<file path="config.mk">
export PLATFORM = sky130hd
export DESIGN_NAME = cto_mul
export DESIGN_NICKNAME = d
export VERILOG_FILES = /design/src/sv/cto_pkg.sv /design/src/sv/cto_mul.sv
export SDC_FILE = /design/constraint.sdc
export NUM_CORES = 2
export LEC_CHECK = 0
export ABC_AREA = 1
export BUFFER_PORTS_ARGS = -buffer_cell sky130_fd_sc_hd__buf_2
export CORE_UTILIZATION = 45
export DETAILED_ROUTE_END_ITERATION = 16
export HOLD_SLACK_MARGIN = 0.03
export PLACE_DENSITY_LB_ADDON = 0.12
export SYNTH_ARGS = -nofsm -noshare
export SYNTH_HDL_FRONTEND = slang
export SYNTH_SLANG_ARGS = --single-unit
</file>
<file path="constraint.sdc">
create_clock -name clk -period 5.2 [get_ports clk]
set_clock_uncertainty 0.05 [all_clocks]
set_input_delay 0.26 -clock clk [delete_from_list [all_inputs] [get_ports clk]]
set_output_delay 0.26 -clock clk [all_outputs]
set_load 0.02 [all_outputs]
</file>
<file path="src/sv/cto_pkg.sv">
// Shared types and constants for the circle/triangle overlap pipeline.
package cto_pkg;

    localparam int NUM_VERTS = 3;

    // Per-item decisions carried past the wide multiply stages.
    typedef struct packed {
        logic                 vertex_hit;
        logic                 center_inside;
        logic [NUM_VERTS-1:0] edge_ok;
    } early_flags_t;

endpackage

</file>
<file path="src/sv/cto_mul.sv">
// Two-stage unsigned multiplier built from half-width partial products.
module cto_mul #(
    parameter int WIDTH = 34
) (
    input  logic                 clk,
    input  logic [WIDTH-1:0]     a,
    input  logic [WIDTH-1:0]     b,
    output logic [2*WIDTH-1:0]   p
);
    import cto_pkg::*;

    localparam int H  = WIDTH / 2;
    localparam int HW = WIDTH - H;

    logic [2*H-1:0]   ll_reg;
    logic [H+HW-1:0]  lh_reg;
    logic [H+HW-1:0]  hl_reg;
    logic [2*HW-1:0]  hh_reg;
    logic [2*WIDTH-1:0] p_reg;
    logic [2*WIDTH-1:0] p_next;

    always_ff @(posedge clk)
    begin
        ll_reg <= a[H-1:0] * b[H-1:0];
        lh_reg <= a[H-1:0] * b[WIDTH-1:H];
        hl_reg <= a[WIDTH-1:H] * b[H-1:0];
        hh_reg <= a[WIDTH-1:H] * b[WIDTH-1:H];
        p_reg  <= p_next;
    end

    always_comb
    begin
        p_next = ((2*WIDTH)'(hh_reg) << (2*H))
               + (((2*WIDTH)'(lh_reg) + (2*WIDTH)'(hl_reg)) << H)
               + (2*WIDTH)'(ll_reg);
    end

    assign p = p_reg;

endmodule

</file>
==> results.sh <==
export IMPL_mappedNetlistArea_um2=50000
export IMPL_synth_top_family_by_area="adder cells"
export IMPL_worst_skew_pair_late_latency_ps=600
export IMPL_detail_route_wl_per_cell_um=17.4
export IMPL_report_final_slew_viol_count=0
export IMPL_synthArstFlopShare_pct=0
export IMPL_yosysSeqAreaShare_pct=8.16
export IMPL_clock_sinks=204
export IMPL_clk_path_buf_depth=3
export IMPL_final_core_utilization_pct=52.4
export IMPL_final_hold_violation_count=0
export IMPL_largest_net_degree_at_the_start_of_global_routing=35
export IMPL_share_of_layout_cells_above_drive_strength_1_pct=10.8
export IMPL_muxShareOfSynthArea_pct=0
export IMPL_crit_path_top_delay_cell="fa_1"
export IMPL_finalInstanceArea_um2=57400
export IMPL_run_status="completed"
export IMPL_clock_tree_htree_level_count=1
export IMPL_synth_enable_flop_cells=0
export IMPL_maximum_single_stage_delay_on_the_critical_path_ps=560
export IMPL_dr_total_vias=42809
export IMPL_drt_pre_antenna_iters=6
export IMPL_r2r_cells=23
export IMPL_clkSlewWorstSetupHoldPaths_ps=60
export IMPL_placement_cell_area_um2=56500
export IMPL_cp_start_kind="input port"
export IMPL_area_delta_synth_final_pct=14.8
export IMPL_die_h_um=335
export IMPL_setup_viols_final=0
export IMPL_critical_path_endpoint_type="register"
export IMPL_layout_filler_cells=10986
export IMPL_nNetsFinal=8778
export IMPL_timing_critical_path_required_ps=5640
export IMPL_mostFrequentLayoutCell="nand2_1"
export IMPL_layout_cells_non_filler=8808
export IMPL_starting_density_of_the_core_pct=45.7
export IMPL_timing_rr_end="p[60]"
export IMPL_yosys_cell_types_count=41
export IMPL_rows=121
export IMPL_ys_warn_count=0
export IMPL_first_iter_violations=2891
export IMPL_cp_common_cell="fa_1"
export IMPL_cts_buffers_inserted=25
export IMPL_global_route_wire_length_before_repair_um=244000
export IMPL_die_area_um2=113000
export IMPL_numPlacedInstances=8758
export IMPL_most_common_layout_cells="nand2_1 (2,028), inv_1 (1,894), fa_1 (898), ha_1 (501), buf_4 (460)"
export IMPL_ff_latch_area_um2=4080
export IMPL_timing_slew_headroom_pct=29.0
export IMPL_grt_use_total_pct=28.0
export IMPL_critical_path_arrival_ps=5470
export IMPL_globalplace_congestion=0.966
export IMPL_fmaxAchievable_ghz=0.199
export IMPL_cts_tree="built"
export IMPL_worst_hold_path_type="input port to register"
export IMPL_post_drt_via_cell_ratio=4.86
export IMPL_finalCriticalPeriod_ps=5030
export IMPL_multi_input_area_um2=37900
export IMPL_worst_pin_slew_ps=1060
export IMPL_worst_hold_path_num_cells=4
export IMPL_final_min_period_over_clock_period_pct=96.8
export IMPL_yosys_area_share_simple_pct=21.0
export IMPL_antenna_violations_before_repair=3
export IMPL_rsz0062_at_grt="yes"
export IMPL_worst_path_max_fanout=13
export IMPL_complex_gate_fraction_of_the_synthesized_area_pct=3.90
export IMPL_die_width_um=335
export IMPL_synth_fa_ha_area_share_pct=48.4
export IMPL_timing_critical_path_cells="buf_2 -> buf_4 -> nand2_1 -> fa_1 -> inv_1 -> fa_1 -> fa_1 -> fa_1 -> fa_1 -> inv_1 -> fa_1 -> inv_1 -> ha_1 -> a21oi_1 -> o21ai_0 -> a21oi_1 -> nor2_1 -> nor2_1 -> nand2_1 -> nand2_1 -> nand2_1"
export IMPL_rr_startpoint="lh_reg[0]"
export IMPL_worst_hold_startpoint="a[0]"
export IMPL_syn_avg_cell_area_um2=7.27
export IMPL_ff2ff_setup_slack_ps=1260
export IMPL_grt_ovfl_total=0
export IMPL_worstHoldEndpoint="ll_reg[0]"
export IMPL_synth_cells=6883
export IMPL_final_antenna_net_count=0
export IMPL_synth_xor_area_share_pct=2.26
export IMPL_timing_setup_critical_path_class="input port to register"
export IMPL_final_setup_tns_ps=0
export IMPL_hpwlAfterDp_um=135000
export IMPL_synth_main_ff_cell="dfxtp_1"
export IMPL_design_core_area_um2=110000
export IMPL_remaining_drc_errors=0
export IMPL_timing_max_cap_violations=0
export IMPL_flip_flop_count_of_the_largest_register_after_layout=68
export IMPL_numPortBuffers=136
export IMPL_route_final_wire_length_um=153000
export IMPL_io_pin_count=137
export IMPL_root_buffer="clkbuf_16"
export IMPL_synth_seq_cells=204
export IMPL_post_synthesis_net_count=8351
export IMPL_number_of_global_route_vias_before_repair=43590
critical path, delay by kind of cell:
kind / cells / cell delay [ps]
buf+inv: 5 / 730
fa+ha+maj: 7 / 3270
compound gates: 3 / 720
simple gates: 6 / 480
worst max path at each step:
stage / startpoint / endpoint / slack [ps] / depth (start not counted)
2_1_floorplan: b[26] / hh_reg[30] / -7 / 22
3_3_place_gp: b[25] / lh_reg[28] / -480 / 21
3_5_place_dp: b[25] / lh_reg[28] / -480 / 21
4_1_cts: b[25] / lh_reg[28] / 150 / 21
5_1_grt: b[11] / ll_reg[29] / -40 / 23
6_report: b[11] / hl_reg[33] / 170 / 21
repair_timing:
| item | CTS | global route |
|---|---|---|
| endpoints found under the hold margin | 1 | 0 |
| hold buffers | 1 | 0 |
| setup buffers | 0 | 0 |
| endpoints found under the setup margin | 0 | 29 |
| resized for setup | 0 | 19 |
layout make-up:
type / instances / area share [%]
multi-input cells: 4511 / 65.9
clock inverters: 19 / 0.379
repair buffers: 672 / 9.83
clock buffers: 27 / 1.12
well taps: 1476 / 3.21
inverters: 1896 / 12.4
diodes: 3 / 0.0131
flip-flops and latches: 204 / 7.11
stage by stage:
step	setup slack (ps)	hold slack [ps]
global placement	-476	260
floorplan	-6.71	260
detailed placement	-482	262
global route	-37.9	103
CTS	149	70.8
finish	167	106
cell usage after synthesis (16+ instances only):
cell	count	area share, %
o21ai_0	93	0.93
nor3_1	36	0.36
nand3b_1	16	0.24
nand3_1	142	1.4
clkbuf_1	272	2.0
a21oi_1	196	2.0
fa_1	898	36
dfxtp_1	204	8.2
a21o_1	20	0.30
nand4_1	39	0.49
ha_1	501	13
nand2_2	22	0.27
o21bai_1	18	0.27
nand2_1	2028	15
inv_1	1894	14
xnor2_1	23	0.40
nor2_1	303	2.3
xor2_1	106	1.9
metal layers:
metal / vias to the layer above / GRT usage [%] / routed length (um)
met5: - / 0 / 0
met4: 0 / 5.71 / 3180
met3: 140 / 3.47 / 9760
met2: 1149 / 44.4 / 67500
met1: 20888 / 41.0 / 72800
li1: 20632 / - / -
kinds of logic (layout without fill, tap and decap cells):
kind of cell / after synthesis / count (layout)
compound gates: 355 / 355
xor+xnor: 129 / 129
fa+ha+maj: 1399 / 1399
buf+inv: 2168 / 2614
flops: 204 / 204
other cells: 0 / 3
simple gates: 2628 / 2628
Power is not shown: default switching activity piles up to over one toggle a cycle in this logic, so the estimate is an artifact.
